**src/design/b64c_pkg.sv**
```systemverilog
// Shared types and codes for the base64 codec.
package b64c_pkg;

   // Job codes passed from the front end to the back end
   localparam logic [1:0] OP_ENC  = 2'd0;  // four characters from a 24-bit group
   localparam logic [1:0] OP_BYTE = 2'd1;  // one decoded byte
   localparam logic [1:0] OP_END  = 2'd2;  // end marker without data
   localparam logic [1:0] OP_ERR  = 2'd3;  // invalid character

   // Result kinds
   localparam logic [1:0] KIND_DATA = 2'd0;
   localparam logic [1:0] KIND_END  = 2'd1;
   localparam logic [1:0] KIND_ERR  = 2'd2;

   // Codec modes
   localparam logic MODE_ENCODE = 1'b0;
   localparam logic MODE_DECODE = 1'b1;

   localparam logic [7:0] CHAR_PAD = 8'h3D;

   // Job queue between front and back end
   localparam int JOB_DEPTH = 4;
   localparam int JOB_AW    = $clog2(JOB_DEPTH);

   // Config register map (byte address bit that selects the register)
   localparam logic REG_MODE = 1'b0;

   typedef struct packed {
      logic [1:0]  op;
      logic [23:0] data;  // group for OP_ENC, byte in [7:0] for OP_BYTE
      logic [1:0]  pad;   // number of '=' at the end of an OP_ENC group
      logic        last;
   } job_type;

endpackage

```
**src/design/b64c_front.sv**
```systemverilog
// Front end: takes input items, keeps the per-mode state and issues jobs.
module b64c_front (
   input  logic             clock,
   input  logic             reset,
   input  logic             mode,
   input  logic             req_push,
   input  logic [7:0]       req_in_value,
   input  logic             req_in_last,
   output logic             req_full,
   input  logic             job_full,
   output logic             job_push,
   output b64c_pkg::job_type job
);
   import b64c_pkg::*;

   logic [15:0] held_bytes_ff, held_bytes_in;
   logic [1:0]  held_count_ff, held_count_in;
   logic [5:0]  bit_acc_ff, bit_acc_in;
   logic [2:0]  bit_count_ff, bit_count_in;
   logic        pad_seen_ff, pad_seen_in;
   logic        skip_rest_ff, skip_rest_in;

   logic        accept;
   logic        job_valid;
   logic [6:0]  dec;
   logic [11:0] acc;

   // bit 6 set when the character belongs to the alphabet
   function automatic logic [6:0] char_decode(input logic [7:0] c);
      logic [7:0] v;
      v = 8'd0;
      priority if (c >= 8'h41 && c <= 8'h5A) begin
         v = c - 8'h41;
      end else if (c >= 8'h61 && c <= 8'h7A) begin
         v = c - 8'h61 + 8'd26;
      end else if (c >= 8'h30 && c <= 8'h39) begin
         v = c - 8'h30 + 8'd52;
      end else if (c == 8'h2B) begin
         v = 8'd62;
      end else if (c == 8'h2F) begin
         v = 8'd63;
      end else begin
         return 7'd0;
      end
      return {1'b1, v[5:0]};
   endfunction

   assign req_full = job_full;
   assign accept   = req_push && !job_full;
   assign job_push = accept && job_valid;
   assign dec      = char_decode(req_in_value);
   assign acc      = {bit_acc_ff, dec[5:0]};

   always_comb begin
      held_bytes_in = held_bytes_ff;
      held_count_in = held_count_ff;
      bit_acc_in    = bit_acc_ff;
      bit_count_in  = bit_count_ff;
      pad_seen_in   = pad_seen_ff;
      skip_rest_in  = skip_rest_ff;
      job_valid     = 1'b0;
      job           = '0;
      job.last      = req_in_last;
      if (mode == MODE_ENCODE) begin
         job.op = OP_ENC;
         if (held_count_ff == 2'd2) begin
            job_valid     = 1'b1;
            job.data      = {held_bytes_ff, req_in_value};
            held_bytes_in = '0;
            held_count_in = '0;
         end else begin
            held_bytes_in = {held_bytes_ff[7:0], req_in_value};
            held_count_in = held_count_ff + 2'd1;
            if (req_in_last) begin
               job_valid = 1'b1;
               if (held_count_ff == 2'd0) begin
                  job.data = {req_in_value, 16'd0};
                  job.pad  = 2'd2;
               end else begin
                  job.data = {held_bytes_ff[7:0], req_in_value, 8'd0};
                  job.pad  = 2'd1;
               end
               held_bytes_in = '0;
               held_count_in = '0;
            end
         end
      end else begin
         if (skip_rest_ff) begin
            if (req_in_last) begin
               skip_rest_in = 1'b0;
               pad_seen_in  = 1'b0;
               bit_acc_in   = '0;
               bit_count_in = '0;
            end
         end else begin
            if (!pad_seen_ff) begin
               if (req_in_value == CHAR_PAD) begin
                  pad_seen_in = 1'b1;
               end else if (!dec[6]) begin
                  job_valid = 1'b1;
                  job.op    = OP_ERR;
                  job.last  = 1'b1;
                  if (!req_in_last) begin
                     skip_rest_in = 1'b1;
                  end
               end else begin
                  unique case (bit_count_ff)
                     3'd2: begin
                        job_valid    = 1'b1;
                        job.op       = OP_BYTE;
                        job.data     = {16'd0, acc[7:0]};
                        bit_acc_in   = '0;
                        bit_count_in = 3'd0;
                     end
                     3'd4: begin
                        job_valid    = 1'b1;
                        job.op       = OP_BYTE;
                        job.data     = {16'd0, acc[9:2]};
                        bit_acc_in   = {4'd0, acc[1:0]};
                        bit_count_in = 3'd2;
                     end
                     3'd6: begin
                        job_valid    = 1'b1;
                        job.op       = OP_BYTE;
                        job.data     = {16'd0, acc[11:4]};
                        bit_acc_in   = {2'd0, acc[3:0]};
                        bit_count_in = 3'd4;
                     end
                     default: begin
                        bit_acc_in   = dec[5:0];
                        bit_count_in = 3'd6;
                     end
                  endcase
               end
            end
            if (req_in_last) begin
               if (!job_valid) begin
                  job_valid = 1'b1;
                  job.op    = OP_END;
                  job.last  = 1'b1;
               end
               skip_rest_in = 1'b0;
               pad_seen_in  = 1'b0;
               bit_acc_in   = '0;
               bit_count_in = '0;
            end
         end
      end
   end

   always_ff @(posedge clock) begin
      if (reset) begin
         held_bytes_ff <= '0;
         held_count_ff <= '0;
         bit_acc_ff    <= '0;
         bit_count_ff  <= '0;
         pad_seen_ff   <= 1'b0;
         skip_rest_ff  <= 1'b0;
      end else if (accept) begin
         held_bytes_ff <= held_bytes_in;
         held_count_ff <= held_count_in;
         bit_acc_ff    <= bit_acc_in;
         bit_count_ff  <= bit_count_in;
         pad_seen_ff   <= pad_seen_in;
         skip_rest_ff  <= skip_rest_in;
      end
   end

endmodule

```
**src/design/b64c_fifo.sv**
```systemverilog
// Short job queue between the front and back end.
module b64c_fifo (
   input  logic             clock,
   input  logic             reset,
   input  logic             push,
   input  b64c_pkg::job_type push_job,
   output logic             full,
   input  logic             pop,
   output b64c_pkg::job_type pop_job,
   output logic             empty
);
   import b64c_pkg::*;

   job_type             slot_ff [JOB_DEPTH];
   logic [JOB_AW-1:0]   wr_ptr_ff, wr_ptr_in;
   logic [JOB_AW-1:0]   rd_ptr_ff, rd_ptr_in;
   logic [JOB_AW:0]     count_ff, count_in;
   logic                do_push, do_pop;

   assign full    = (count_ff == (JOB_AW+1)'(JOB_DEPTH));
   assign empty   = (count_ff == '0);
   assign do_push = push && !full;
   assign do_pop  = pop && !empty;
   assign pop_job = slot_ff[rd_ptr_ff];

   always_comb begin
      wr_ptr_in = do_push ? wr_ptr_ff + 1'b1 : wr_ptr_ff;
      rd_ptr_in = do_pop ? rd_ptr_ff + 1'b1 : rd_ptr_ff;
      count_in  = count_ff;
      if (do_push && !do_pop) begin
         count_in = count_ff + 1'b1;
      end else if (do_pop && !do_push) begin
         count_in = count_ff - 1'b1;
      end
   end

   always_ff @(posedge clock) begin
      if (reset) begin
         wr_ptr_ff <= '0;
         rd_ptr_ff <= '0;
         count_ff  <= '0;
      end else begin
         wr_ptr_ff <= wr_ptr_in;
         rd_ptr_ff <= rd_ptr_in;
         count_ff  <= count_in;
      end
   end

   always_ff @(posedge clock) begin
      if (do_push) begin
         slot_ff[wr_ptr_ff] <= push_job;
      end
   end

   a_no_push_full: assert property (@(posedge clock) disable iff (reset)
      full |-> !push)
      else $error("job pushed into full queue");

   a_count_bound: assert property (@(posedge clock) disable iff (reset)
      count_ff <= (JOB_AW+1)'(JOB_DEPTH))
      else $error("job count out of range");

   a_ptr_track: assert property (@(posedge clock) disable iff (reset)
      (wr_ptr_ff - rd_ptr_ff) == count_ff[JOB_AW-1:0])
      else $error("queue pointers disagree with count");

endmodule

```
**src/design/b64c_back.sv**
```systemverilog
// Back end: expands jobs into result transactions, one per cycle while the receiver pops.
module b64c_back (
   input  logic             clock,
   input  logic             reset,
   input  logic             job_empty,
   input  b64c_pkg::job_type job,
   output logic             job_pop,
   output logic             rsp_empty,
   input  logic             rsp_pop,
   output logic [7:0]       rsp_out_value,
   output logic [1:0]       rsp_out_kind,
   output logic             rsp_out_last
);
   import b64c_pkg::*;

   job_type    cur_ff;
   logic       cur_valid_ff, cur_valid_in;
   logic [1:0] idx_ff, idx_in;
   logic       at_end;
   logic       load;
   logic [5:0] sextet;
   logic       is_pad;

   function automatic logic [7:0] alpha(input logic [5:0] v);
      logic [7:0] w;
      w = {2'd0, v};
      priority if (v < 6'd26) begin
         return w + 8'h41;
      end else if (v < 6'd52) begin
         return w - 8'd26 + 8'h61;
      end else if (v < 6'd62) begin
         return w - 8'd52 + 8'h30;
      end else if (v == 6'd62) begin
         return 8'h2B;
      end else begin
         return 8'h2F;
      end
   endfunction

   assign rsp_empty = !cur_valid_ff;
   assign at_end    = (cur_ff.op != OP_ENC) || (idx_ff == 2'd3);
   // refill when idle or when the final result of the current job leaves
   assign load      = !cur_valid_ff || (rsp_pop && at_end);
   assign job_pop   = load && !job_empty;

   always_comb begin
      cur_valid_in = cur_valid_ff;
      idx_in       = idx_ff;
      if (load) begin
         cur_valid_in = !job_empty;
         idx_in       = '0;
      end else if (rsp_pop) begin
         idx_in = idx_ff + 2'd1;
      end
   end

   always_comb begin
      unique case (idx_ff)
         2'd0: sextet = cur_ff.data[23:18];
         2'd1: sextet = cur_ff.data[17:12];
         2'd2: sextet = cur_ff.data[11:6];
         2'd3: sextet = cur_ff.data[5:0];
         default: sextet = '0;
      endcase
      is_pad = ((idx_ff == 2'd3) && (cur_ff.pad != 2'd0))
            || ((idx_ff == 2'd2) && (cur_ff.pad == 2'd2));
   end

   always_comb begin
      unique case (cur_ff.op)
         OP_ENC: begin
            rsp_out_value = is_pad ? CHAR_PAD : alpha(sextet);
            rsp_out_kind  = KIND_DATA;
            rsp_out_last  = cur_ff.last && (idx_ff == 2'd3);
         end
         OP_BYTE: begin
            rsp_out_value = cur_ff.data[7:0];
            rsp_out_kind  = KIND_DATA;
            rsp_out_last  = cur_ff.last;
         end
         OP_END: begin
            rsp_out_value = 8'd0;
            rsp_out_kind  = KIND_END;
            rsp_out_last  = 1'b1;
         end
         OP_ERR: begin
            rsp_out_value = 8'd0;
            rsp_out_kind  = KIND_ERR;
            rsp_out_last  = 1'b1;
         end
         default: begin
            rsp_out_value = 8'd0;
            rsp_out_kind  = KIND_DATA;
            rsp_out_last  = 1'b0;
         end
      endcase
   end

   always_ff @(posedge clock) begin
      if (reset) begin
         cur_valid_ff <= 1'b0;
         idx_ff       <= '0;
      end else begin
         cur_valid_ff <= cur_valid_in;
         idx_ff       <= idx_in;
      end
   end

   always_ff @(posedge clock) begin
      if (job_pop) begin
         cur_ff <= job;
      end
   end

   a_single_idx: assert property (@(posedge clock) disable iff (reset)
      (cur_valid_ff && cur_ff.op != OP_ENC) |-> idx_ff == 2'd0)
      else $error("single-result job advanced past first transaction");

   a_hold_stall: assert property (@(posedge clock) disable iff (reset)
      (cur_valid_ff && !rsp_pop) |=> (cur_valid_ff && $stable(idx_ff)))
      else $error("result changed while stalled");

endmodule

```
**src/design/base64_codec_top.sv**
```systemverilog
// Top level of the streaming base64 codec with its configuration port.
// Base64 codec (standard alphabet). csr register 0 at byte address 0 holds the mode:
// 0 encodes bytes to characters, 1 decodes characters to bytes; each mode keeps its own
// partial state across mode changes. The user must change the mode only while the codec is idle;
// the block itself does not enforce it. The front end takes one input item every cycle while its
// four-entry job queue has room; the back end delivers one result transaction per cycle while
// the receiver pops. Throughput is set by that single result port: encoding produces four
// characters per three bytes, so a steady byte stream is limited by the characters, while
// decoding runs at one character per cycle while the receiver keeps up. An input item is answered
// only after it has passed through the job queue and the back end's current-job register.
module base64_codec_top (
   input  logic        clock,
   input  logic        reset,
   input  logic        req_push,
   output logic        req_full,
   input  logic [7:0]  req_in_value,
   input  logic        req_in_last,
   output logic        rsp_empty,
   input  logic        rsp_pop,
   output logic [7:0]  rsp_out_value,
   output logic [1:0]  rsp_out_kind,
   output logic        rsp_out_last,
   input  logic        csr_psel,
   input  logic        csr_penable,
   input  logic        csr_pwrite,
   input  logic [2:0]  csr_paddr,
   input  logic [31:0] csr_pwdata,
   output logic [31:0] csr_prdata,
   output logic        csr_pready
);
   import b64c_pkg::*;

   logic    mode_ff;
   logic    job_push, job_full, job_pop, job_empty;
   job_type front_job, back_job;

   assign csr_pready = 1'b1;
   assign csr_prdata = (csr_paddr[2] == REG_MODE) ? {31'd0, mode_ff} : 32'd0;

   always_ff @(posedge clock) begin
      if (reset) begin
         mode_ff <= MODE_ENCODE;
      end else if (csr_psel && csr_penable && csr_pwrite && csr_pready
                   && csr_paddr[2] == REG_MODE) begin
         mode_ff <= csr_pwdata[0];
      end
   end

   b64c_front u_front (
      .clock        (clock),
      .reset        (reset),
      .mode         (mode_ff),
      .req_push     (req_push),
      .req_in_value (req_in_value),
      .req_in_last  (req_in_last),
      .req_full     (req_full),
      .job_full     (job_full),
      .job_push     (job_push),
      .job          (front_job)
   );

   b64c_fifo u_fifo (
      .clock    (clock),
      .reset    (reset),
      .push     (job_push),
      .push_job (front_job),
      .full     (job_full),
      .pop      (job_pop),
      .pop_job  (back_job),
      .empty    (job_empty)
   );

   b64c_back u_back (
      .clock         (clock),
      .reset         (reset),
      .job_empty     (job_empty),
      .job           (back_job),
      .job_pop       (job_pop),
      .rsp_empty     (rsp_empty),
      .rsp_pop       (rsp_pop),
      .rsp_out_value (rsp_out_value),
      .rsp_out_kind  (rsp_out_kind),
      .rsp_out_last  (rsp_out_last)
   );

endmodule

```
**config.mk**
```make
export PLATFORM = sky130hd
export DESIGN_NAME = base64_codec_top
export DESIGN_NICKNAME = d
export VERILOG_FILES = /design/src/design/b64c_pkg.sv /design/src/design/b64c_front.sv /design/src/design/b64c_fifo.sv /design/src/design/b64c_back.sv /design/src/design/base64_codec_top.sv
export SDC_FILE = /design/constraint.sdc
export NUM_CORES = 1
export LEC_CHECK = 0
export BUFFER_PORTS_ARGS = -buffer_cell sky130_fd_sc_hd__buf_2
export CAP_MARGIN = 0
export CORE_UTILIZATION = 25
export CTS_BUF_LIST = sky130_fd_sc_hd__clkbuf_4 sky130_fd_sc_hd__clkbuf_8 sky130_fd_sc_hd__clkbuf_16
export DETAILED_ROUTE_END_ITERATION = 7
export SLEW_MARGIN = 30
export SYNTH_ARGS = -nofsm -noshare
export SYNTH_HDL_FRONTEND = slang
export SYNTH_SLANG_ARGS = --single-unit
```
**constraint.sdc**
```tcl
create_clock -name clock -period 4.9 [get_ports clock]
set_input_delay 0.98 -clock clock [delete_from_list [all_inputs] [get_ports clock]]
set_output_delay 0.98 -clock clock [all_outputs]
set_load 0.05 [all_outputs]
```
**Word-level counts from Yosys, hierarchy flattened**

Memories as Yosys holds them, arrays and structs flattened. A register that Yosys moved wholly into a read port is not among the register bits.
Index checks and enable logic that the tools add are counted.

- Register bits: 40
- Memory bits (writable): 116
- Bits of input ports: 51
- Word-level logic and storage cells: 191
- Memories: 1

- $add $sub $neg: 16
- Order comparisons: 9
- Equal/unequal tests: 19
- Multiplexer cells: 91
- Bitwise operators: 2
- Reductions and logical operators: 41

Memory list:

| memory | words | bits a word | rd ports | clocked after Yosys merged registers in | write ports | RTL line | source |
|---|---|---|---|---|---|---|---|
| u_fifo.slot_ff | 4 | 29 | 1 | 1 | 1 | b64c_fifo.sv:14 | `job_type slot_ff [JOB_DEPTH];` |

Operators with widths:

| operator | count |
|---|---|
| 26-bit two-way mux | 6 |
| 25-bit one-hot mux with 3 select lines | 1 |
| 6-bit two-way mux | 11 |
| 24-bit two-way mux | 2 |
| 7-bit two-way mux | 6 |
| 1-bit two-way mux | 37 |
| 16-bit two-way mux | 2 |
| 8-bit two-way mux | 4 |
| 3-bit two-way mux | 9 |
| 8-bit by 6-bit equality test with 1-bit output (second input constant) | 3 |
| 6-bit one-hot mux with 4 select lines | 1 |
| 8-bit one-hot mux with 3 select lines | 1 |
| 6-bit one-hot mux with 3 select lines | 1 |
| 1-bit logical AND | 17 |
| 8-bit by 7-bit >= comparator with 1-bit output (second input constant) | 2 |
| 8-bit by 7-bit less-or-equal comparator with 1-bit output (second input constant) | 2 |
| 2-bit two-way mux | 7 |
| 2-bit equality test (second input constant) | 6 |
| 6-bit less-than comparator (second input constant) | 2 |
| 6-bit subtractor (second input constant) | 2 |
| 3-bit equality test (second input constant) | 3 |
| 3-bit one-hot mux with 3 select lines | 1 |
| 2-bit by 1-bit adder with 2-bit output (second input constant) | 4 |
| 6-bit by 7-bit adder with 8-bit output (second input constant) | 1 |
| 29 further kinds | 47 |

**Logic depth before layout (Yosys ltp)**

Gate-level depths: netlist of the first run.

- Word-level depth: 21
- Depth in mapped cells: 15
- Mapped depth without buffers: 14

**Hierarchy**

From an unflattened synthesis of the first run, not the netlist that was laid out.

- Cell total of the unflattened synthesis: 746
- Area, all modules: 9318.9 um2

Modules (own cells, without submodules):

| module | times used | cells an instance | area an instance (um2) | seq. area each (um2) |
|---|---|---|---|---|
| b64c_fifo | 1 | 199 | 4660.7 | 3663.5 |
| b64c_front | 1 | 331 | 2418.6 | 560.5 |
| b64c_back | 1 | 176 | 1930.6 | 930.9 |
| base64_codec_top | 1 | 40 | 309.0 | 20.0 |

**Worst setup path before layout of the first run**

No wires, ideal clock.

- Kind: register to output
- From: reg u_back.idx_ff[0]
- To: out rsp_out_value[4]
- Arrival time: 4313 ps
- Required time: 3920 ps
- Path slack: -393 ps
- Cell stages (with the launch flop): 11
- Buffers on the path: 1
- Cells stage by stage: dfxtp_1 ha_1 buf_6 a222oi_1 a21oi_2 ha_1 or3b_2 o211ai_1 and3b_2 or4_1 a311oi_1

- Longest elaborated chain between the ends: 9

RTL lines:

| what | RTL line | source |
|---|---|---|
| from (decl) | b64c_back.sv:18 | `logic [1:0] idx_ff, idx_in;` |
| from (signal assigned) | b64c_back.sv:105 | `idx_ff <= idx_in;` |
| 2-bit equality test, or another cell as far along | b64c_back.sv:58, b64c_back.sv:65 |  |
| 6-bit one-hot mux with 4 select lines | b64c_back.sv:58 | `unique case (idx_ff)` |
| 6-bit by 6-bit subtractor with 7-bit output | b64c_back.sv:32 | `return w - 8'd52 + 8'h30;` |
| 8-bit by 6-bit adder with 8-bit output | b64c_back.sv:32 |  |
| 8-bit two-way mux | b64c_back.sv:31 | `end else if (v < 6'd62) begin` |
| 8-bit two-way mux | b64c_back.sv:29 | `end else if (v < 6'd52) begin` |
| 8-bit two-way mux | b64c_back.sv:27 | `priority if (v < 6'd26) begin` |
| 8-bit two-way mux * | b64c_back.sv:72 | `rsp_out_value = is_pad ? CHAR_PAD : alpha(sextet);` |
| 8-bit one-hot mux with 3 select lines * | b64c_back.sv:70 | `unique case (cur_ff.op)` |
| to (decl) | base64_codec_top.sv:20 | `output logic [7:0] rsp_out_value,` |

Mark *: on every way between the ends. The rest lies on a longest branch, timed or not.

**Worst setup path in the final report of the first run**

Ends and elaborated chain as after synthesis.

==> results.cfg, run 1 <==
[grt]
grt_pass1_vias = 5288
grt-ovfl-total = 0
grt_usage_pct = 10.6
grt_max_degree = 33
grt_pass1_wl_um = 29700
antenna_found_initial = 0

[synthesis]
yosys.area.top_type = edfxtp_1
yosysSeqAreaShare_pct = 56.7
synth_cell_type_count = 78
syn_inst = 721
synthTopCellsByArea = edfxtp_1 48%, dfxtp_1 8.6%, mux4_2 7.2%
synth.avg_cell_area_um2 = 12.6
yosysWarningCount = 0
synth_enable_flop_cells = 145
synth_commonest_cells = 145 x edfxtp_1, 56 x nand2_1, 46 x a21oi_1
ys_ff_latch = 184
syn_area_mm2 = 0.00906
synth-async-reset-ratio_pct = 0
yosysTopAreaCellShare_pct = 48.1
synth_most_common_cell = edfxtp_1
yosys_most_used_dff = edfxtp_1

[placement]
routabilityCongestion = 0.803
pre_cts_ws_ps = 362
io_buffers = 31
dp.cells = 1197
dp_hpwl_um = 12700

[clocking]
clkTransAtPathRegs_ps = 70
numCtsBuffers = 17
tritoncts = yes
hold_buffers = 0
htreeDepth = 4
clk_path_buf_depth = 2
cts.sinks = 184
cts_root_buf = clkbuf_16
clk_latency_ps = 440

[critical_path]
crit_type = register to primary output
cp.required_ps = 3920
crit_fanout = 9
cp.arrival_ps = 3700
path_delay_family = simple AND/OR/NAND/NOR gates
worst-path-buf-inv = 3
start_kind = register
crit_top_cell = buf_4
max_stage_delay_ps = 470
crit_chain = ha_1, buf_4, a222oi_1, buf_4, a21oi_2, ha_2, or3b_2, o211ai_1, and3b_2, or4_1, a311oi_2, buf_6
worst_path_max_delay_cell = or3b_2
end_kind = primary output

[floorplanning]
die_w_um = 192
dieArea_mm2 = 0.0370
core_area_mm2 = 0.0356
rows = 69
io_pins = 97
die_h_um = 192
initial_core_util_pct = 25.5

[cells_and_area]
post-route-util_pct = 29.1
nNetsFinal = 846
antenna_cells = 0
drive_gt1_share_pct = 19.7
instances_no_fill = 1233
synthToLayoutAreaGrowth_pct = 14.4

[flow_run]
cap_violations = 0

[run_status]
status = finished clean

[sta]
period_needed_ps = 4680
fin_crit_sh_pct = 95.6
worst_slew_pin_slew_ps = 819
final.setup.worst_slack_ps = 216
setup_violations = 0
slew_headroom_pct = 45.4
slew_viol_final = 0
max_freq_mhz = 213
hold_viol = 0
clock_skew_ps = 12.9

[power_and_ir_drop]
ir_drop_uv = 578
pwr-share-seq_pct = 40.4
combPwrFrac_pct = 35.0
switching_power_uw = 2000
switching_share_pct = 36.9
p_leak_uw = 0.00363
internal_power_uw = 3410
cellPowerDensity_mw_per_mm2 = 522
pwr-share-clk_pct = 24.6

[drt]
drt-vias-per-instance = 4.65
num_vias = 5738
wl_per_cell_um = 15.3
drt_iter0_markers = 509
drtPass1Iterations = 5
drc = 0
routed_wl_um = 18900
ant_nets = 0

[worst_hold_path]
hold_class = register to register
## worst paths after layout
check                                        start                                     to  slack (ps)  depth (start not counted)
max                  u_back.idx_ff[0]$_SDFFE_PP0P_                       rsp_out_value[4]         220                         12
min          u_front.held_bytes_ff[8]$_SDFFE_PP0P_  u_front.held_bytes_ff[8]$_SDFFE_PP0P_         460                          2
max reg2reg          u_back.idx_ff[0]$_SDFFE_PP0P_        u_fifo.count_ff[2]$_SDFFE_PP0P_        1920                         12
min reg2reg  u_front.held_bytes_ff[8]$_SDFFE_PP0P_  u_front.held_bytes_ff[8]$_SDFFE_PP0P_         460                          2
## through the flow
stage / hold slack, ps / total power [uW] / setup TNS [ps] / cell area [um2]
floorplan: 432 / 3580 / 0 / 9180
finish: 457 / 5410 / 0 / 10400
global placement: 444 / 4060 / 0 / 9730
CTS: 456 / 5420 / 0 / 10300
detailed placement: 446 / 4080 / 0 / 9730
global route: 472 / 5700 / -5.27 / 10400
## area by class of cell
type | instances | area, um2
Clock buffer | 18 | 433
Clock inverter | 14 | 144
Fill cell | 3589 | 25200
Inverter | 40 | 150
Multi-Input combinational cell | 459 | 3550
Sequential cell | 184 | 5140
Tap cell | 461 | 577
Timing Repair Buffer | 57 | 368
## routing by layer
metal / track usage, % / up-vias / part of all wire [%]
li1: - / 2744 / -
met1: 15.3 / 2808 / 50
met2: 15.7 / 171 / 44
met3: 1.89 / 15 / 4.8
met4: 3.85 / 0 / 1.3
met5: 0 / - / 0
## state kept, by name (all words and copies together) (netlist names), 3 cells and up
register,flops
u_back.cur_ff,29
u_fifo.count_ff,3
u_fifo.slot_ff,116
u_front.bit_acc_ff,6
u_front.held_bytes_ff,16
## kinds of logic after synthesis
kind of cell             count (synthesis)  share of synthesized area [%]
XOR/XNOR                                17                           1.85
multiplexers                            37                           8.11
AO/OA/AOI/OAI                          154                           12.0
buffers and inverters                  108                           5.91
flip-flops                             184                           56.7
adder cells (fa/ha/maj)                 36                           5.06
AND/OR/NAND/NOR                        183                           10.3
other                                    2                         0.0829
## worst register-to-register path, cell delays in order, from the launching register on
cell and delay (ps):
dfxtp_2 350, ha_1 220, buf_4 170, o31ai_1 460, a21oi_4 90, buf_4 280
inv_1 120, ha_1 180, inv_1 60, fa_1 370, xor2_1 160, or3_1 310
a21oi_1 140
## layout by cell type, fill, tap and decap left out, drive strengths merged, types with 4 or more instances in the layout
cell and instances:
a21oi 47, a222oi 18, a22o 8, a22oi 6
a31oi 9, buf 55, clkbuf 20, clkinv 4
conb 32, dfxtp 39, edfxtp 145, ha 35
inv 49, mux2i 7, mux4 29, nand2 56
nand2b 11, nand3 21, nand4 5, nor2 28
nor2b 21, nor3 11, o21ai 22, o31ai 4
or3 4, xnor2 9, xor2 8
## power groups by stage
stage	combinational, uW	clock (uW)	sequential [uW]
6_report	1890	1330	2190
5_1_grt	2080	1410	2220
4_1_cts	1870	1360	2190
3_5_place_dp	1850	0	2230
3_3_place_gp	1840	0	2220
2_1_floorplan	1470	0	2120
## repair_timing
action	in CTS	in global routing
gates resized for setup	3	7
setup buffers	0	4
pin swaps	1	4
setup endpoints to repair	5	7
No activity file was read; power rests on OpenSTA's default activity.
==> run 2, diff against run 1 <==
--- a/config.mk
+++ b/config.mk
@@ -5,7 +5,7 @@
 export SDC_FILE = /design/constraint.sdc
 export NUM_CORES = 1
 export LEC_CHECK = 0
-export BUFFER_PORTS_ARGS = -buffer_cell sky130_fd_sc_hd__buf_2
+export BUFFER_PORTS_ARGS = -buffer_cell sky130_fd_sc_hd__buf_4
 export CAP_MARGIN = 0
 export CORE_UTILIZATION = 25
 export CTS_BUF_LIST = sky130_fd_sc_hd__clkbuf_4 sky130_fd_sc_hd__clkbuf_8 sky130_fd_sc_hd__clkbuf_16
==> run 2 against run 1 <==
Non-clock buffer count shrank 5. Critical path type unchanged. Via count fell by 0.23%. Final cell count is 0.41% lower. Largest power group unchanged.
==> results.cfg, run 2 (synthesis results as in run 1) <==
[clocking]
cts.sinks = 184
tritoncts = yes
clk_latency_ps = 430
cts_root_buf = clkbuf_16
numCtsBuffers = 17
htreeDepth = 4
clk_path_buf_depth = 2
clkTransAtPathRegs_ps = 70

[sta]
max_freq_mhz = 212
rsz0062_at_grt = no
slew_headroom_pct = 42.8
slew_viol_final = 0
fin_crit_sh_pct = 96.3
final.setup.worst_slack_ps = 179
hold_viol = 0
setup_violations = 0
worst_slew_pin_slew_ps = 856
fin_tns_setup_ps = 0
clock_skew_ps = 14.3
period_needed_ps = 4720

[drt]
wl_per_cell_um = 15.7
drtPass1Iterations = 5
ant_nets = 0
routed_wl_um = 19300
drt-vias-per-instance = 4.66
num_vias = 5725
drt_iter0_markers = 544
drc = 0

[critical_path]
cp.required_ps = 3920
end_kind = primary output
crit_type = register to primary output
crit_fanout = 9
cp.arrival_ps = 3740
rr_endpoint = u_fifo.count_ff[2]$_SDFFE_PP0P_
setup.worst_path.start = u_back.idx_ff[0]$_SDFFE_PP0P_
start_kind = register
r2r_slack_ps = 1910
r2r-start = u_back.idx_ff[0]$_SDFFE_PP0P_
cp-endpoint = rsp_out_value[4]
reg2reg_depth = 12

[grt]
grt-ovfl-total = 0
grt_pass1_vias = 5500
grt_pass1_wl_um = 30800
busiest_layer = met2
antenna_found_initial = 0
grt_util_met1_pct = 15.4
grt_use_met3_pct = 2.31
use_met2_pct = 16.4
grt_max_degree = 33
grt_usage_pct = 10.9

[placement]
routabilityCongestion = 0.816
pre_cts_ws_ps = 447
dp_hpwl_um = 13000
io_buffers = 31
placed_area_mm2 = 0.00980

[floorplanning]
core_area_mm2 = 0.0356
die_w_um = 192
dieArea_mm2 = 0.0370
die_h_um = 192
initial_core_util_pct = 25.5
rows = 69
io_pins = 97

[cells_and_area]
top_regs = u_fifo.slot_ff (116), u_back.cur_ff (29), u_front.held_bytes_ff (16)
nNetsFinal = 841
ff_latch_area_mm2 = 0.00514
largest_reg_flops = 116
final_area_mm2 = 0.0104
antenna_cells = 0
num-fill-cells = 3611
multi_input_area_mm2 = 0.00356
final_cell_mix = 145 x edfxtp_1, 56 x nand2_1, 50 x buf_4
final_common_cell = edfxtp_1
synthToLayoutAreaGrowth_pct = 14.9
regMostFlops = u_fifo.slot_ff
post-route-util_pct = 29.3
drive_gt1_share_pct = 19.4

[power_and_ir_drop]
cellPowerDensity_mw_per_mm2 = 523
p_leak_uw = 0.00361
ir_drop_uv = 417

[worst_hold_path]
hold_class = register to register

[run_status]
status = finished clean

[flow_run]
cap_violations = 0
[run 2: cell types whose count changed in the layout (fill, tap and decap cells not counted), moves of 2 or more]
cell        before  now
clkbuf_4         3    1
clkinvlp_4       1    5
ha_2             1    3
buf_2           27    0
buf_4           26   50
ha_1            34   32
inv_8            6    3
clkinv_4         3    0
[run 2: how the worst min path moves through the flow]
stage | startpoint | slack, ps | endpoint | depth (start not counted)
after floorplan | u_front.bit_acc_ff[4]$_SDFFE_PP0P_ | 430 | u_front.bit_acc_ff[4]$_SDFFE_PP0P_ | 2
after global placement | u_front.held_bytes_ff[9]$_SDFFE_PP0P_ | 440 | u_front.held_bytes_ff[9]$_SDFFE_PP0P_ | 2
after detailed placement | u_front.held_bytes_ff[15]$_SDFFE_PP0P_ | 450 | u_front.held_bytes_ff[15]$_SDFFE_PP0P_ | 2
after CTS | u_front.bit_acc_ff[5]$_SDFFE_PP0P_ | 460 | u_front.bit_acc_ff[5]$_SDFFE_PP0P_ | 2
after global routing | u_front.held_bytes_ff[12]$_SDFFE_PP0P_ | 470 | u_front.held_bytes_ff[12]$_SDFFE_PP0P_ | 2
final | u_front.bit_acc_ff[5]$_SDFFE_PP0P_ | 450 | u_front.bit_acc_ff[5]$_SDFFE_PP0P_ | 2
[run 2: layout make-up]
cell class                 instances  share of cell area [%]
clock buffer                      19                    4.40
clock inverter                    13                    1.25
inverter                          40                    1.44
multi-input combinational        459                    34.2
sequential                       184                    49.4
tap                              461                    5.54
timing repair buffer              52                    3.82
[run 2: per-stage QoR]
stage / cells / power (uW) / hold slack, ps
after floorplan: 751 / 3580 / 432
after global placement: 1195 / 4110 / 444
after detailed placement: 1195 / 4130 / 449
after CTS: 1227 / 5470 / 458
after global routing: 1228 / 5740 / 472
final: 1228 / 5440 / 454
[run 2: repair_timing]
item,CTS,global route
endpoints found under the hold margin,0,0
pin swaps,0,2
buffers inserted,0,1
resized for setup,1,6
hold buffers,0,0
gates cloned,0,0
endpoints found under the setup margin,2,6
[run 2: power breakdown]
| group | switching [uW] | total, uW | internal (uW) |
|---|---|---|---|
| clock | 620 | 1330 | 708 |
| sequential | 188 | 2190 | 2010 |
| combinational | 1180 | 1920 | 743 |
| total | 1990 | 5440 | 3460 |
[run 2: metal layers]
| metal | up-vias | share of wire, % | wire length (um) |
|---|---|---|---|
| li1 | 2734 | - | - |
| met1 | 2791 | 48 | 9370 |
| met2 | 187 | 45 | 8680 |
| met3 | 13 | 5.7 | 1100 |
| met4 | 0 | 0.98 | 189 |
| met5 | - | 0 | 0 |
[run 2: critical path, cell delays in order (launching register included)]
cell and delay (ps):
dfxtp_2 350, ha_1 210, buf_4 170, a222oi_1 320, buf_4 200, a21oi_2 70
ha_2 220, or3b_2 460, o211ai_1 120, and3b_2 240, or4_1 410, a311oi_2 330
buf_6 200
==> run 3, diff against run 2 <==
==> constraint.sdc (replaced) <==
create_clock -name clock -period 5.2 [get_ports clock]
set_input_delay 1.04 -clock clock [delete_from_list [all_inputs] [get_ports clock]]
set_output_delay 1.04 -clock clock [all_outputs]
set_load 0.05 [all_outputs]
==> run 3 against run 2 <==
Sequential share of layout area hardly changed. Critical path depth is 1 higher. Utilization stayed put. First-iteration DRC count grew 9.6%. Register-to-register slack better by 320 ps. Via count rose by 0.68%. Global-route usage shrank 0.16 points. Flip-flop and latch count stayed put. Power down 5.5%. Combinational power shrank 6%. Critical endpoint unchanged. Largest power group unchanged.
==> results.cfg, run 3 (synthesis results as in run 1) <==
[run_status]
status = finished clean

[grt]
antenna_found_initial = 0
grt_pass1_wl_um = 30500
grt-ovfl-total = 0
grt_pass1_vias = 5309
grt_max_degree = 33
grt_usage_pct = 10.7

[drt]
routed_wl_um = 18900
drtPass1Iterations = 6
num_vias = 5764
drc = 0
wl_per_cell_um = 15.4
ant_nets = 0
drt_iter0_markers = 596
drt-vias-per-instance = 4.70

[cells_and_area]
nNetsFinal = 840
antenna_cells = 0
regMostFlops = u_fifo.slot_ff
final_common_cell = edfxtp_1
top_regs = u_fifo.slot_ff (116), u_back.cur_ff (29), u_front.held_bytes_ff (16)
final_cell_mix = 145 x edfxtp_1, 56 x nand2_1, 49 x buf_4
largest_reg_flops = 116
post-route-util_pct = 29.3
synthToLayoutAreaGrowth_pct = 14.9
drive_gt1_share_pct = 18.8

[sta]
worst_slew_pin_slew_ps = 821
slew_headroom_pct = 43.7
fin_tns_setup_ps = 0
setup_violations = 0
period_needed_ps = 4970
max_freq_mhz = 201
hold_viol = 0
clock_skew_ps = 16.3
slew_viol_final = 0
final.setup.worst_slack_ps = 226
fin_crit_sh_pct = 95.7
rsz0062_at_grt = no

[clocking]
hold_buffers = 0
clk_latency_ps = 440
tritoncts = yes
clkTransAtPathRegs_ps = 80
htreeDepth = 4
cts_root_buf = clkbuf_16
numCtsBuffers = 17
clk_path_buf_depth = 2
cts.sinks = 184

[placement]
routabilityCongestion = 0.809
dp_hpwl_um = 13000
io_buffers = 31
pre_cts_ws_ps = 390

[critical_path]
r2r-start = u_back.cur_ff[28]$_DFFE_PP_
reg2reg_depth = 10
worst_path_max_delay_cell = or3b_2
crit_top_cell = buf_4
r2r_slack_ps = 2230
crit_type = register to primary output
path_delay_family = simple AND/OR/NAND/NOR gates
crit_fanout = 7
cp.depth = 13
rr_endpoint = u_fifo.count_ff[2]$_SDFFE_PP0P_
cp.arrival_ps = 3930
crit_chain = ha_1, buf_4, a222oi_1, buf_4, a21oi_2, ha_2, or3b_2, o211ai_1, buf_4, and3b_2, or4_1, a311oi_2, buf_6
cp.required_ps = 4160
end_kind = primary output
start_kind = register
max_stage_delay_ps = 460
cp-endpoint = rsp_out_value[4]
worst-path-buf-inv = 4
setup.worst_path.start = u_back.idx_ff[0]$_SDFFE_PP0P_

[power_and_ir_drop]
switching_share_pct = 36.8
p_leak_uw = 0.00364
cellPowerDensity_mw_per_mm2 = 494
pwr-share-seq_pct = 40.1
internal_power_uw = 3250
ir_drop_uv = 375
switching_power_uw = 1890
pwr-share-clk_pct = 25.0
combPwrFrac_pct = 34.9

[floorplanning]
dieArea_mm2 = 0.0370
core_area_mm2 = 0.0356
rows = 69
io_pins = 97
die_h_um = 192
die_w_um = 192
initial_core_util_pct = 25.5

[flow_run]
cap_violations = 0

[worst_hold_path]
min_from = u_front.held_bytes_ff[9]$_SDFFE_PP0P_
hold_class = register to register
-- run 3: power by group through the flow --
stage	sequential (uW)	combinational, uW	clock (uW)
2_1_floorplan	2000	1370	0
3_3_place_gp	2100	1740	0
3_5_place_dp	2100	1760	0
4_1_cts	2070	1780	1320
5_1_grt	2090	1960	1370
6_report	2060	1800	1280
-- run 3: how the worst min path moves through the flow --
stage	endpoint	slack, ps	depth (start not counted)
after detailed placement	u_front.held_bytes_ff[9]$_SDFFE_PP0P_	450	2
after global routing	u_front.held_bytes_ff[9]$_SDFFE_PP0P_	470	2
final	u_front.held_bytes_ff[9]$_SDFFE_PP0P_	460	2
after floorplan	u_front.bit_acc_ff[4]$_SDFFE_PP0P_	430	2
after global placement	u_front.held_bytes_ff[11]$_SDFFE_PP0P_	440	2
after CTS	u_front.held_bytes_ff[9]$_SDFFE_PP0P_	460	2
-- run 3: what timing repair did --
item | CTS | global route
endpoints found under the hold margin | 0 | 0
endpoints found under the setup margin | 2 | 4
pin swaps | 1 | 1
gates resized for setup | 0 | 5
buffers inserted | 2 | 1
-- run 3: metrics by stage --
stage,instances,total power [uW],instance area (um2),hold slack [ps]
detailed placement,1192,3860,9760,448
global route,1227,5420,10400,470
floorplan,751,3370,9180,432
global placement,1192,3830,9760,442
CTS,1226,5170,10400,458
finish,1227,5140,10400,456
-- run 3: layout make-up --
class	instances	area, um2
repair buffers	51	390
well taps	461	577
clock buffers	19	458
clock inverters	13	146
fillers	3572	25200
inverters	40	150
flip-flops and latches	184	5140
multi-input cells	459	3550
-- run 3: worst register-to-register path: stages (launching register included) --
cell,delay (ps)
edfxtp_1,600
o31ai_1,580
a21oi_4,100
buf_4,280
inv_1,140
ha_1,190
inv_1,60
fa_1,370
xor2_1,170
or3_1,310
a21oi_1,140
-- run 3: per-layer routing --
layer	wire, um	vias to the layer above	GRT usage (%)
met2	8440	179	16.0
li1	-	2737	-
met3	900	12	2.11
met4	152	0	2.73
met1	9450	2836	15.6
met5	0	-	0
